--- src/hdl/pta_pkg.sv ---
package pta_pkg;

    // Table geometry
    localparam int MAX_PEERS         = 16;
    localparam int FINGERPRINT_BYTES = 8;
    localparam int IDX_W             = (MAX_PEERS > 1) ? $clog2(MAX_PEERS) : 1;
    localparam int CNT_W             = $clog2(MAX_PEERS + 1);

    // Fixed field widths
    localparam int FP_W        = 64;
    localparam int TIME_W      = 32;
    localparam int VER_W       = 8;
    localparam int SIG_W       = 8;
    localparam int CTR_W       = 16;
    localparam int ENTRY_IDX_W = 4;
    localparam int TOTAL_W     = 5;
    localparam int CFG_IDX_W   = 2;
    localparam int CFG_DATA_W  = 64;

    // Only the low fingerprint bytes take part in matching
    localparam logic [FP_W-1:0] KEY_MASK = (FINGERPRINT_BYTES >= 8) ? {FP_W{1'b1}} :
        FP_W'((65'd1 << (8 * FINGERPRINT_BYTES)) - 65'd1);

    localparam logic signed [SIG_W-1:0] SIGNAL_FLOOR = -8'sd127;

    // Configuration reset values
    localparam logic [VER_W-1:0]  PROTOCOL_VERSION_RST = 8'd1;
    localparam logic [FP_W-1:0]   OWN_FINGERPRINT_RST  = '0;
    localparam logic [TIME_W-1:0] TIMEOUT_MS_RST       = 32'd30000;

    typedef enum logic [CFG_IDX_W-1:0] {
        CFG_PROTOCOL_VERSION = 2'd0,
        CFG_OWN_FINGERPRINT  = 2'd1,
        CFG_TIMEOUT_MS       = 2'd2
    } cfg_idx_t;

    typedef enum logic [2:0] {
        ACT_SHORT       = 3'd0,
        ACT_BAD_VERSION = 3'd1,
        ACT_SELF        = 3'd2,
        ACT_UPDATED     = 3'd3,
        ACT_INSERTED    = 3'd4,
        ACT_FULL        = 3'd5,
        ACT_CHECK_DONE  = 3'd6
    } act_t;

    typedef struct packed {
        logic                    op;
        logic [TIME_W-1:0]       now_ms;
        logic                    payload_short;
        logic [VER_W-1:0]        adv_version;
        logic [FP_W-1:0]         fingerprint;
        logic [CTR_W-1:0]        run_count;
        logic [CTR_W-1:0]        total_count;
        logic signed [SIG_W-1:0] signal_strength;
    } in_req_t;

    typedef struct packed {
        act_t                    action;
        logic [ENTRY_IDX_W-1:0]  entry_index;
        logic [TOTAL_W-1:0]      peer_total;
        logic signed [SIG_W-1:0] closest_signal;
        logic [TOTAL_W-1:0]      newly_gone;
    } out_rsp_t;

    // Request token walking down the cell chain
    typedef struct packed {
        logic                    vld;
        logic                    is_check;
        logic                    is_live;   // advert that still needs the table
        act_t                    act;
        logic                    found;
        logic [IDX_W-1:0]        index;
        logic [FP_W-1:0]         key;
        logic [TIME_W-1:0]       now;
        logic signed [SIG_W-1:0] signal;
        logic [CTR_W-1:0]        run;
        logic [CTR_W-1:0]        total;
        logic [CNT_W-1:0]        cnt;
        logic signed [SIG_W-1:0] best;
        logic [CNT_W-1:0]        gone_cnt;
    } tok_t;

endpackage

--- src/hdl/pta_front.sv ---
module pta_front
    import pta_pkg::*;
(
    input  logic              aclk,
    input  logic              aresetn,
    input  logic              adv_en,
    input  logic              s_valid,
    input  in_req_t           s_req,
    input  logic [VER_W-1:0]  protocol_version,
    input  logic [FP_W-1:0]   own_fingerprint,
    output tok_t              tok_out
);

    tok_t tok_reg;
    tok_t tok_next;

    // Classify the request: checks, rejects and adverts for the table
    always_comb begin
        tok_next          = '0;
        tok_next.vld      = s_valid;
        tok_next.key      = s_req.fingerprint & KEY_MASK;
        tok_next.now      = s_req.now_ms;
        tok_next.signal   = s_req.signal_strength;
        tok_next.run      = s_req.run_count;
        tok_next.total    = s_req.total_count;
        tok_next.best     = SIGNAL_FLOOR;
        priority if (s_req.op) begin
            tok_next.is_check = 1'b1;
            tok_next.act      = ACT_CHECK_DONE;
        end else if (s_req.payload_short) begin
            tok_next.act = ACT_SHORT;
        end else if (s_req.adv_version != protocol_version) begin
            tok_next.act = ACT_BAD_VERSION;
        end else if ((s_req.fingerprint & KEY_MASK) == (own_fingerprint & KEY_MASK)) begin
            tok_next.act = ACT_SELF;
        end else begin
            // stays FULL unless a cell matches or takes it
            tok_next.is_live = 1'b1;
            tok_next.act     = ACT_FULL;
        end
    end

    always_ff @(posedge aclk) begin
        if (!aresetn) begin
            tok_reg.vld <= 1'b0;
        end else if (adv_en) begin
            tok_reg <= tok_next;
        end
    end

    assign tok_out = tok_reg;

endmodule

--- config.mk ---
export PLATFORM = sky130hd
export DESIGN_NAME = pta_front
export DESIGN_NICKNAME = d
export VERILOG_FILES = /design/src/hdl/pta_pkg.sv /design/src/hdl/pta_front.sv
export SDC_FILE = /design/constraint.sdc
export NUM_CORES = 1
export LEC_CHECK = 0
export BUFFER_PORTS_ARGS = -buffer_cell sky130_fd_sc_hd__buf_2
export CAP_MARGIN = 20
export CORE_AREA = 3 3 151 153
export DETAILED_ROUTE_END_ITERATION = 7
export DIE_AREA = 0 0 154 156
export GPL_TIMING_DRIVEN = 0
export PLACE_DENSITY = 0.5
export SYNTH_ARGS = -nofsm -noshare
export SYNTH_HDL_FRONTEND = slang
export SYNTH_SLANG_ARGS = --single-unit
--- constraint.sdc ---
create_clock -name aclk -period 7.4 [get_ports aclk]
set_input_delay 0.74 -clock aclk [delete_from_list [all_inputs] [get_ports aclk]]
set_output_delay 0.74 -clock aclk [all_outputs]
set_load 0.01 [all_outputs]
# Word-level counts from Yosys, hierarchy flattened
# Cells that the tools add are included.
# word_totals
regBits,142
inputBits,222
wordCells,20
output_inout_bits,165
# op_classes
n_mux,5
eq_ne,2
reduce_logical,3
# op_table
cell,count
== test 64 bit,1
two-way mux 3 bit,3
inequality test 8 bit,1
OR reduction 3 bit,1
two-way mux 1 bit,2
AND reduction 2 bit,1
OR reduction 2 bit,1

# Depth between registers and ports, before layout
# Gate-level depths: netlist (run 1).
# depth
depth_word,4
ltp_mapped,5
ltp_nobuf,5

# Least setup slack after synthesis (run 1)
# No wires, ideal clock.
# synth_timing
path_kind,input to register
from,input adv_en
to,"register tok_reg, in the netlist tok_out[100], enable pin"
n_path_buf,0
path_slack_ns,2.921
required_time_ns,6.883
t_arrival_ns,3.963
stages,1
setup_time_ns,0.517
cell_sequence,and2_1
# synth_between
elab_chain_len,1
# synth_rtl
element,line_no,source
start: declaration,pta_front.sv:6,"input logic adv_en,"
AND reduction 2 bit (no source line),-,
end signal: assignment,pta_front.sv:47,tok_reg <= tok_next;
end: declaration,pta_front.sv:14,tok_t tok_reg;
# Every way passes these cells.
# A chain may end at the register's enable or synchronous reset.

# Worst setup path in the final report (run 1)
# layout_timing
from,input own_fingerprint[12]
to,"register tok_reg, in the netlist tok_out[159] (data pin)"
# layout_between
elab_chain_len,3
# layout_rtl
element,line_no,source
start: declaration,pta_front.sv:10,"input logic [FP_W-1:0] own_fingerprint,"
== test 64 bit,pta_front.sv:34,end else if ((s_req.fingerprint & KEY_MASK) == (own_fingerprint & KEY_MASK)) begin
two-way mux 3 bit,pta_front.sv:34,
two-way mux 3 bit,pta_front.sv:32,end else if (s_req.adv_version != protocol_version) begin
# Every way passes these cells.

==> results of run 1 <==
[metal layers]
metal / up-vias / GRT usage / part of all wire
li1: 1786 / - / -
met1: 1787 / 0.142 / 0.38
met2: 208 / 0.207 / 0.52
met3: 15 / 0.0391 / 0.080
met4: 0 / 0.0442 / 0.017
met5: - / 0 / 0
[layout by cell type (no fill, tap or decap)]
| cell type | count |
|---|---|
| inv_8 | 4 |
| edfxtp_1 | 141 |
| nor4_1 | 16 |
| nor2_1 | 3 |
| a31o_1 | 1 |
| buf_2 | 363 |
| dfxtp_1 | 1 |
| nand2_1 | 1 |
| xnor2_1 | 8 |
| and2_4 | 1 |
| buf_16 | 1 |
| nor2b_1 | 1 |
| conb_1 | 23 |
| nor4_2 | 1 |
| o21bai_1 | 1 |
| buf_4 | 23 |
| clkbuf_1 | 1 |
| clkbuf_16 | 17 |
| inv_6 | 3 |
| nand4_1 | 6 |
| clkinv_4 | 3 |
| xor2_1 | 64 |
| mux2i_1 | 1 |
| clkinvlp_4 | 4 |
| a21boi_0 | 1 |
[through the flow]
step                cells  instance area [sq um]  worst slack (ns)
global placement      936                   7520              1.58
CTS                   969                   8110              5.09
detailed placement    937                   7550              4.63
finish                969                   8110              5.15
global route          969                   8110              5.03
floorplan             293                   5360              2.92
[final timing paths]
kind                                           startpoint  slack (ns)                          to  cells after the start
worst max-delay path                  own_fingerprint[12]        5.15  tok_out[159]$_SDFFCE_PP0P_                      6
worst min register to register  tok_out[164]$_SDFFE_PN0P_        0.54   tok_out[164]$_SDFFE_PN0P_                      2
worst min-delay path                           s_req[115]        0.51       tok_out[60]$_DFFE_PP_                      1
worst max register to register  tok_out[164]$_SDFFE_PN0P_        6.80   tok_out[164]$_SDFFE_PN0P_                      2
[kinds of logic (layout without fill, tap and decap cells)]
family                 Yosys count  after routing  synth area share
flip-flops                     142            142             0.806
XOR/XNOR                        72             72             0.120
AND/OR/NAND/NOR                 29             29            0.0337
buffers and inverters           23            419            0.0327
AO/OA/AOI/OAI                    3              3           0.00451
other                            2             23           0.00142
multiplexers                     1              1           0.00190
[where the power goes]
part / switching [W] / leakage (nW) / internal, W
Sequential: 0.0000124 / 1.33 / 0.000945
Clock: 0.000363 / 0.261 / 0.000443
Combinational: 0.000118 / 1.96 / 0.000104
[layout make-up]
type	instances	area, sq um	share of cell area
Sequential cell	142	4250	0.525
Tap cell	280	350	0.0432
Clock buffer	18	429	0.0529
Timing Repair Buffer	364	1840	0.227
Multi-Input combinational cell	128	931	0.115
Buffer	23	173	0.0213
Clock inverter	14	128	0.0157
[worst max-delay path: stages]
cell and delay [ns]:
buf_2 0.10, xor2_1 0.15, nor4_1 0.43, nand4_1 0.28
nor4_2 0.53, a21boi_0 0.15
==> qor.txt, run 1 <==
outcome - complete, no violations
area leader, netlist - edfxtp_1
clock skew - 0 ns
Max Clock Freq - 445 MHz
CTS clk-pin slew, worst paths - 0.06 ns
NumNets Final - 898
antenna violations before repair - 0
ant diodes - 0
Syn Std Cell Area - 0.00528 sq mm
Final Cycle Share - 0.304
total track usage - 0.120
sequential fraction of the synthesis area - 0.806
leakage - 3.55 nW
register bit total from synthesis - 142
setup TNS - 0 ns
chip width - 154 um
routed vias - 3796
Worst setup SP type - input port
critical path class - input port to register
DR iter-0 viols - 160
Routed WL - 15700 um
yosys warns - 0
RSZ-0062 raised after global routing - false
DP Wirelength - 12800 um
drt via density - 3.92
Starting Density - 0.243
WL/cell - 16.2 um
Period minus WS final - 2.25 ns
GRT overflow - 0
maxcap violations - 0
H-tree levels - 4
leading post-synthesis cells by cell area - edfxtp_1 80%, xor2_1 11%, buf_4 3.3%
largest net degree at the start of global routing - 76
core area - 0.0217 sq mm
ys async rst share - 0
first-pass GRT wire length - 22100 um
# rows - 54
Detail Route Antenna Nets - 0
Synth top area share - 0.802
number of clock sinks - 142
worst-path fanout max - 4
clk root buf - clkbuf_16
Max Transition Viols Final - 0
cell with the most instances after synthesis - edfxtp_1
mean post-synth cell area - 19.4 sq um
Power, Total - 0.00198 W
DRC - 0
Worst-Skew Late Latency - 0.40 ns
Post-CTS Hold Buffers - 0
# fillers - 2114
max reg flops - 142
Slew @ Worst Pin - 0.931 ns
Netlist cell types - 17
endpoints failing hold - 0
TritonCTS clock tree - yes
EDFF count, synth - 141
Worst setup EP type - register
# resized after CTS - 0
CTS Buf Count - 17
peak supply drop - 135 uV
vias in the first global route - 3825
port bufs - 363
Setup-failing EPs final - 0
CP arrival - 2.38 ns
final hold slack - 0.505 ns
Data required, critical path - 7.53 ns
Hold/Removal Path Class - input port to register
postcts setup bufs - 0
final core utilization - 0.374
Mapped Cells - 272
share of layout cells above drive strength 1 - 0.610
Die Y - 156 um
pwr/cell area - 245 mW/mm^2
I/O pins - 387
die area - 0.0240 sq mm
deepest clock path buffer count - 2
routability-driven placement congestion ratio - 0.847
Top FF cell, synth - edfxtp_1
synth cell count leaders - 141 x edfxtp_1, 64 x xor2_1, 23 x buf_4, 16 x nor4_1, 8 x xnor2_1
synthesis-to-finish area growth - 53.7%
Slew HR - 0.379
first-pass detailed-route iteration total - 4
Power figures use the tool's default switching activity.
==> run 2, diff against run 1 <==
--- a/config.mk
+++ b/config.mk
@@ -11,7 +11,7 @@
 export DETAILED_ROUTE_END_ITERATION = 7
 export DIE_AREA = 0 0 154 156
 export GPL_TIMING_DRIVEN = 0
-export PLACE_DENSITY = 0.5
+export PLACE_DENSITY = 0.52
 export SYNTH_ARGS = -nofsm -noshare
 export SYNTH_HDL_FRONTEND = slang
 export SYNTH_SLANG_ARGS = --single-unit
==> constraint.sdc (replaced) <==
create_clock -name aclk -period 1.8 [get_ports aclk]
set_input_delay 0.18 -clock aclk [delete_from_list [all_inputs] [get_ports aclk]]
set_output_delay 0.18 -clock aclk [all_outputs]
set_load 0.01 [all_outputs]
==> run 2 against run 1 <==
  * Wire length rose by 7.7%
  * Combinational power rose to 5.2 times the previous value
  * Global-route usage rose by 1.5 points
  * Via count rose by 13%
  * Power rose to 4.3 times the previous value
  * Highest routed layer unchanged
==> qor.txt, run 2 (synthesis results as in run 1) <==
Detail Route Antenna Nets - 0 (unchanged)
# fillers - 2043 (was 2114)
Slew @ Worst Pin - 0.672 ns (was 0.931 ns)
vias in the first global route - 4448 (was 3825)
endpoints failing hold - 0 (unchanged)
drt via density - 3.90 (was 3.92)
leakage - 4.16 nW (was 3.55 nW)
FF-to-FF End - tok_out[164]$_SDFFE_PN0P_ (unchanged)
Critical Path Start - aresetn (was own_fingerprint[12])
DRC - 0 (unchanged)
share of layout cells above drive strength 1 - 0.508 (was 0.610)
max reg flops - 142 (unchanged)
# rows - 54 (unchanged)
Max Transition Viols Final - 0 (unchanged)
Design Area, Final - 0.00952 sq mm (was 0.00811 sq mm)
pwr/cell area - 896 mW/mm^2 (was 245 mW/mm^2)
Data required, critical path - 1.84 ns (was 7.53 ns)
DP Area - 0.00758 sq mm (was 0.00755 sq mm)
port bufs - 363 (unchanged)
critical path class - input port to register (unchanged)
setup TNS - 0 ns (unchanged)
CP arrival - 1.71 ns (was 2.38 ns)
die area - 0.0240 sq mm (unchanged)
CP peak stage delay - 0.53 ns (about the same)
routed vias - 4306 (was 3796)
CTS Buf Count - 17 (unchanged)
final core utilization - 0.439 (was 0.374)
Crit-path slowest cell - dlygate4sd3_1 (was nor4_2)
maxcap violations - 0 (unchanged)
CTS clk-pin slew, worst paths - 0.07 ns (was 0.06 ns)
routability-driven placement congestion ratio - 0.750 (was 0.847)
Slew HR - 0.552 (was 0.379)
GRT overflow - 0 (unchanged)
I/O pins - 387 (unchanged)
Power, Total - 0.00852 W (was 0.00198 W)
Setup-failing EPs final - 0 (unchanged)
chip width - 154 um (unchanged)
Worst setup SP type - input port (unchanged)
RSZ-0062 raised after global routing - false (unchanged)
worst-path fanout max - 131 (was 4)
CP Depth - 4 (was 6)
Hold/Removal Path Class - input port to register (unchanged)
Period minus WS final - 1.68 ns
worst reg2reg path depth - 2 (unchanged)
crit-path cells - dlygate4sd3_1 -> buf_2 -> and2_4 -> buf_16 (was buf_2 -> xor2_1 -> nor4_1 -> nand4_1 -> nor4_2 -> a21boi_0)
clock skew - 0 ns (unchanged)
register area - 0.00425 sq mm (unchanged)
core area - 0.0217 sq mm (unchanged)
synthesis-to-finish area growth - 80.4% (was 53.7%)
CP delay by family, top - buffers and inverters (was simple AND/OR/NAND/NOR gates)
r2r startpoint - tok_out[164]$_SDFFE_PN0P_ (unchanged)
Worst-Skew Late Latency - 0.41 ns (was 0.40 ns)
clk root buf - clkbuf_16 (unchanged)
largest net degree at the start of global routing - 69 (was 76)
Multi-input gate area - 946 sq um (was 931 sq um)
DP Wirelength - 12700 um (was 12800 um)
Die Y - 156 um (unchanged)
total track usage - 0.135 (was 0.120)
first-pass detailed-route iteration total - 4 (unchanged)
most frequent cells in the layout - 361 x buf_2, 141 x edfxtp_1, 137 x dlygate4sd3_1 (was 363 x buf_2, 141 x edfxtp_1, 64 x xor2_1)
number of clock sinks - 142 (unchanged)
antenna violations before repair - 0 (unchanged)
setup slack, reg-to-reg - 1.21 ns (was 6.80 ns)
outcome - complete, no violations (unchanged)
DR iter-0 viols - 195 (was 160)
TritonCTS clock tree - yes (unchanged)
Max Clock Freq - 596 MHz
peak supply drop - 507 uV (was 135 uV)
deepest clock path buffer count - 2 (unchanged)
Setup crit end - tok_out[90]$_DFFE_PP_ (was tok_out[159]$_SDFFCE_PP0P_)
NumNets Final - 1034 (was 898)
Worst Path Buf+Inv - 3 (was 1)
commonest non-fill, non-tap cell in the layout - buf_2 (unchanged)
H-tree levels - 4 (unchanged)
Starting Density - 0.243 (unchanged)
postcts setup bufs - 0 (unchanged)
first-pass GRT wire length - 24800 um (was 22100 um)
Routed WL - 16900 um (was 15700 um)
ant diodes - 0 (unchanged)
Worst setup EP type - register (unchanged)
WL/cell - 15.3 um (was 16.2 um)
Final Cycle Share - 0.932
run 2: cell type report:
class | instances | area share
flip-flops and latches | 142 | 0.447
multi-input cells | 128 | 0.0994
clock inverters | 14 | 0.0156
plain buffers | 23 | 0.0181
well taps | 280 | 0.0368
clock buffers | 18 | 0.0451
repair buffers | 500 | 0.338
run 2: worst min path at each step:
| stage | depth (start not counted) | startpoint | slack (ns) | to |
|---|---|---|---|---|
| finish | 3 | s_valid | 0.04 | tok_out[164]$_SDFFE_PN0P_ |
| global route | 3 | s_valid | 0.03 | tok_out[164]$_SDFFE_PN0P_ |
| floorplan | 0 | s_req[50] | 0.28 | tok_out[100]$_DFFE_PP_ |
| global placement | 1 | s_req[131] | 0.36 | tok_out[76]$_DFFE_PP_ |
| CTS | 3 | s_valid | 0.008 | tok_out[164]$_SDFFE_PN0P_ |
| detailed placement | 1 | s_req[143] | 0.36 | tok_out[88]$_DFFE_PP_ |
run 2: repair_timing:
item / 4_1_cts / 5_1_grt
setup endpoints to repair: 0 / 66
gates resized for setup: 0 / 4
endpoints found under the hold margin: 138 / 0
hold buffers: 138 / 0
run 2: worst register-to-register path: cells and delay by family, from the launching register on:
family	cells	cell delay [ns]
DFF	1	0.31
muxes	1	0.12
and+or+nand+nor	1	0.06
run 2: metal layers:
layer	part of all wire	GRT usage	routed length [um]	up-vias
li1	-	-	-	2063
met1	0.37	0.151	6300	2014
met2	0.54	0.246	9120	217
met3	0.073	0.0411	1240	12
met4	0.013	0.0442	225	0
met5	0	0	0	-
run 2: stage by stage:
stage / cells / hold slack [ns] / setup slack [ns]
finish: 1105 / 0.0363 / 0.123
global route: 1105 / 0.0312 / 0.0370
CTS: 1108 / 0.00836 / 0.0160
detailed placement: 938 / 0.358 / -0.434
global placement: 936 / 0.357 / -0.443
floorplan: 293 / 0.279 / 0.177
run 2: power by group:
group	internal (W)	total (W)	switching [W]
Combinational	0.000620	0.00114	0.000524
Sequential	0.00388	0.00393	0.0000475
Clock	0.00195	0.00345	0.00150
==> run 3, diff against run 2 <==
--- a/config.mk
+++ b/config.mk
@@ -6,12 +6,10 @@
 export NUM_CORES = 1
 export LEC_CHECK = 0
 export BUFFER_PORTS_ARGS = -buffer_cell sky130_fd_sc_hd__buf_2
-export CAP_MARGIN = 20
 export CORE_AREA = 3 3 151 153
 export DETAILED_ROUTE_END_ITERATION = 7
 export DIE_AREA = 0 0 154 156
 export GPL_TIMING_DRIVEN = 0
-export PLACE_DENSITY = 0.52
 export SYNTH_ARGS = -nofsm -noshare
 export SYNTH_HDL_FRONTEND = slang
 export SYNTH_SLANG_ARGS = --single-unit
==> run 3 against run 2 <==
  * First-iteration DRC count is 4.6% lower
  * Sequential power is essentially flat
  * Utilization rose by 0.20 points
  * Setup slack better by 0.0014 ns
  * Die area unchanged
==> qor.txt, run 3 (synthesis results as in run 1) <==
Worst setup SP type - input port (unchanged)
die area - 0.0240 sq mm (unchanged)
first-pass GRT wire length - 24800 um (unchanged)
worst-path fanout max - 4 (was 131)
CTS Buf Count - 17 (unchanged)
Worst Path Buf+Inv - 1 (was 3)
grt met3 use - 0.0438 (was 0.0411)
chip width - 154 um (unchanged)
CP peak stage delay - 0.45 ns (was 0.53 ns)
TritonCTS clock tree - yes (unchanged)
WL/cell - 15.4 um (was 15.3 um)
DP Wirelength - 12800 um (was 12700 um)
setup TNS - 0 ns (unchanged)
critical path class - input port to register (unchanged)
I/O pins - 387 (unchanged)
Final WS setup - 0.125 ns (was 0.123 ns)
port bufs - 363 (unchanged)
CTS clk-pin slew, worst paths - 0.07 ns (about the same)
Design Area, Final - 0.00956 sq mm (was 0.00952 sq mm)
ant diodes - 0 (unchanged)
DRC - 0 (unchanged)
clk root buf - clkbuf_16 (unchanged)
endpoints failing hold - 0 (unchanged)
Starting Density - 0.243 (unchanged)
Max Clock Freq - 597 MHz (was 596 MHz)
total track usage - 0.135 (about the same)
share of layout cells above drive strength 1 - 0.511 (was 0.508)
deepest clock path buffer count - 2 (unchanged)
synthesis-to-finish area growth - 81.2% (was 80.4%)
number of clock sinks - 142 (unchanged)
routed vias - 4389 (was 4306)
antenna violations before repair - 0 (unchanged)
Die Y - 156 um (unchanged)
Setup Slack @ Placement - -0.536 ns (was -0.434 ns)
crit-path cells - buf_2 -> xor2_1 -> nor4_1 -> nand4_1 -> nor4_4 -> a21boi_1 (was dlygate4sd3_1 -> buf_2 -> and2_4 -> buf_16)
Final Cycle Share - 0.931 (was 0.932)
Hold/Removal Path Class - input port to register (unchanged)
CP delay by family, top - simple AND/OR/NAND/NOR gates (was buffers and inverters)
drt via density - 3.97 (was 3.90)
vias in the first global route - 4501 (was 4448)
postcts setup bufs - 0 (unchanged)
first-pass detailed-route iteration total - 4 (unchanged)
clock skew - 0 ns (unchanged)
grt met1 use - 0.148 (was 0.151)
core area - 0.0217 sq mm (unchanged)
commonest non-fill, non-tap cell in the layout - buf_2 (unchanged)
Data required, critical path - 1.96 ns (was 1.84 ns)
outcome - complete, no violations (unchanged)
GRT overflow - 0 (unchanged)
Crit-path slowest cell - nor4_4 (was dlygate4sd3_1)
CP arrival - 1.84 ns (was 1.71 ns)
Detail Route Antenna Nets - 0 (unchanged)
final core utilization - 0.441 (was 0.439)
Setup-failing EPs final - 0 (unchanged)
Worst setup EP type - register (unchanged)
Period minus WS final - 1.68 ns (about the same)
pwr/cell area - 902 mW/mm^2 (was 896 mW/mm^2)
Worst-Skew Late Latency - 0.41 ns (about the same)
RSZ-0062 raised after global routing - false (unchanged)
busiest grt layer - met2 (unchanged)
# rows - 54 (unchanged)
Routed WL - 17100 um (was 16900 um)
peak supply drop - 515 uV (was 507 uV)
final hold slack - 0.0126 ns (was 0.0363 ns)
maxcap violations - 0 (unchanged)
DR iter-0 viols - 186 (was 195)
largest net degree at the start of global routing - 65 (was 69)
max reg flops - 142 (unchanged)
met2 Resource Use GR - 0.248 (was 0.246)
Max Transition Viols Final - 0 (unchanged)
H-tree levels - 4 (unchanged)
most frequent cells in the layout - 362 x buf_2, 141 x edfxtp_1, 136 x dlygate4sd3_1 (was 361 x buf_2, 141 x edfxtp_1, 137 x dlygate4sd3_1)
NumNets Final - 1035 (was 1034)
leakage - 4.18 nW (was 4.16 nW)
routability-driven placement congestion ratio - 0.894 (was 0.750)
DP Area - 0.00758 sq mm (unchanged)
## run 3: power breakdown
group / total, W / internal (W) / switching (W)
combinational: 0.00116 / 0.000626 / 0.000535
clock: 0.00353 / 0.00198 / 0.00155
sequential: 0.00393 / 0.00388 / 0.0000509
## run 3: path summary, 6_finish.rpt
check / startpoint / endpoint / slack [ns] / cells after the start
hold reg to reg: tok_out[164]$_SDFFE_PN0P_ / tok_out[164]$_SDFFE_PN0P_ / 0.52 / 2
setup / recovery: own_fingerprint[50] / tok_out[159]$_SDFFCE_PP0P_ / 0.12 / 6
hold / removal: s_req[50] / tok_out[100]$_DFFE_PP_ / 0.01 / 1
setup reg to reg: tok_out[164]$_SDFFE_PN0P_ / tok_out[164]$_SDFFE_PN0P_ / 1.22 / 2
## run 3: repair_timing
item                       4_1_cts  5_1_grt
gates cloned                     0        0
hold buffers                   137        0
hold endpoints to repair       137        0
pin swaps                        0        5
setup endpoints to repair        2        2
gates resized for setup          1        3
## run 3: metal layers
| layer | up-vias | part of all wire | routed length (um) |
|---|---|---|---|
| met5 | - | 0 | 0 |
| met4 | 0 | 0.020 | 335 |
| met3 | 22 | 0.077 | 1320 |
| met2 | 244 | 0.53 | 9130 |
| met1 | 2056 | 0.37 | 6300 |
| li1 | 2067 | - | - |
## run 3: final cells by class
cell class                      count  area, sq um
Multi-Input combinational cell    128          946
Fill cell                        1962        12100
Tap cell                          280          350
Clock inverter                     15          174
Buffer                             23          173
Clock buffer                       17          425
Sequential cell                   142         4250
Timing Repair Buffer              501         3240
## run 3: metrics by stage
step | power (W) | cells
CTS | 0.00876 | 1107
detailed placement | 0.00493 | 938
global placement | 0.00491 | 936
global route | 0.00900 | 1106
finish | 0.00862 | 1106
floorplan | 0.00436 | 293
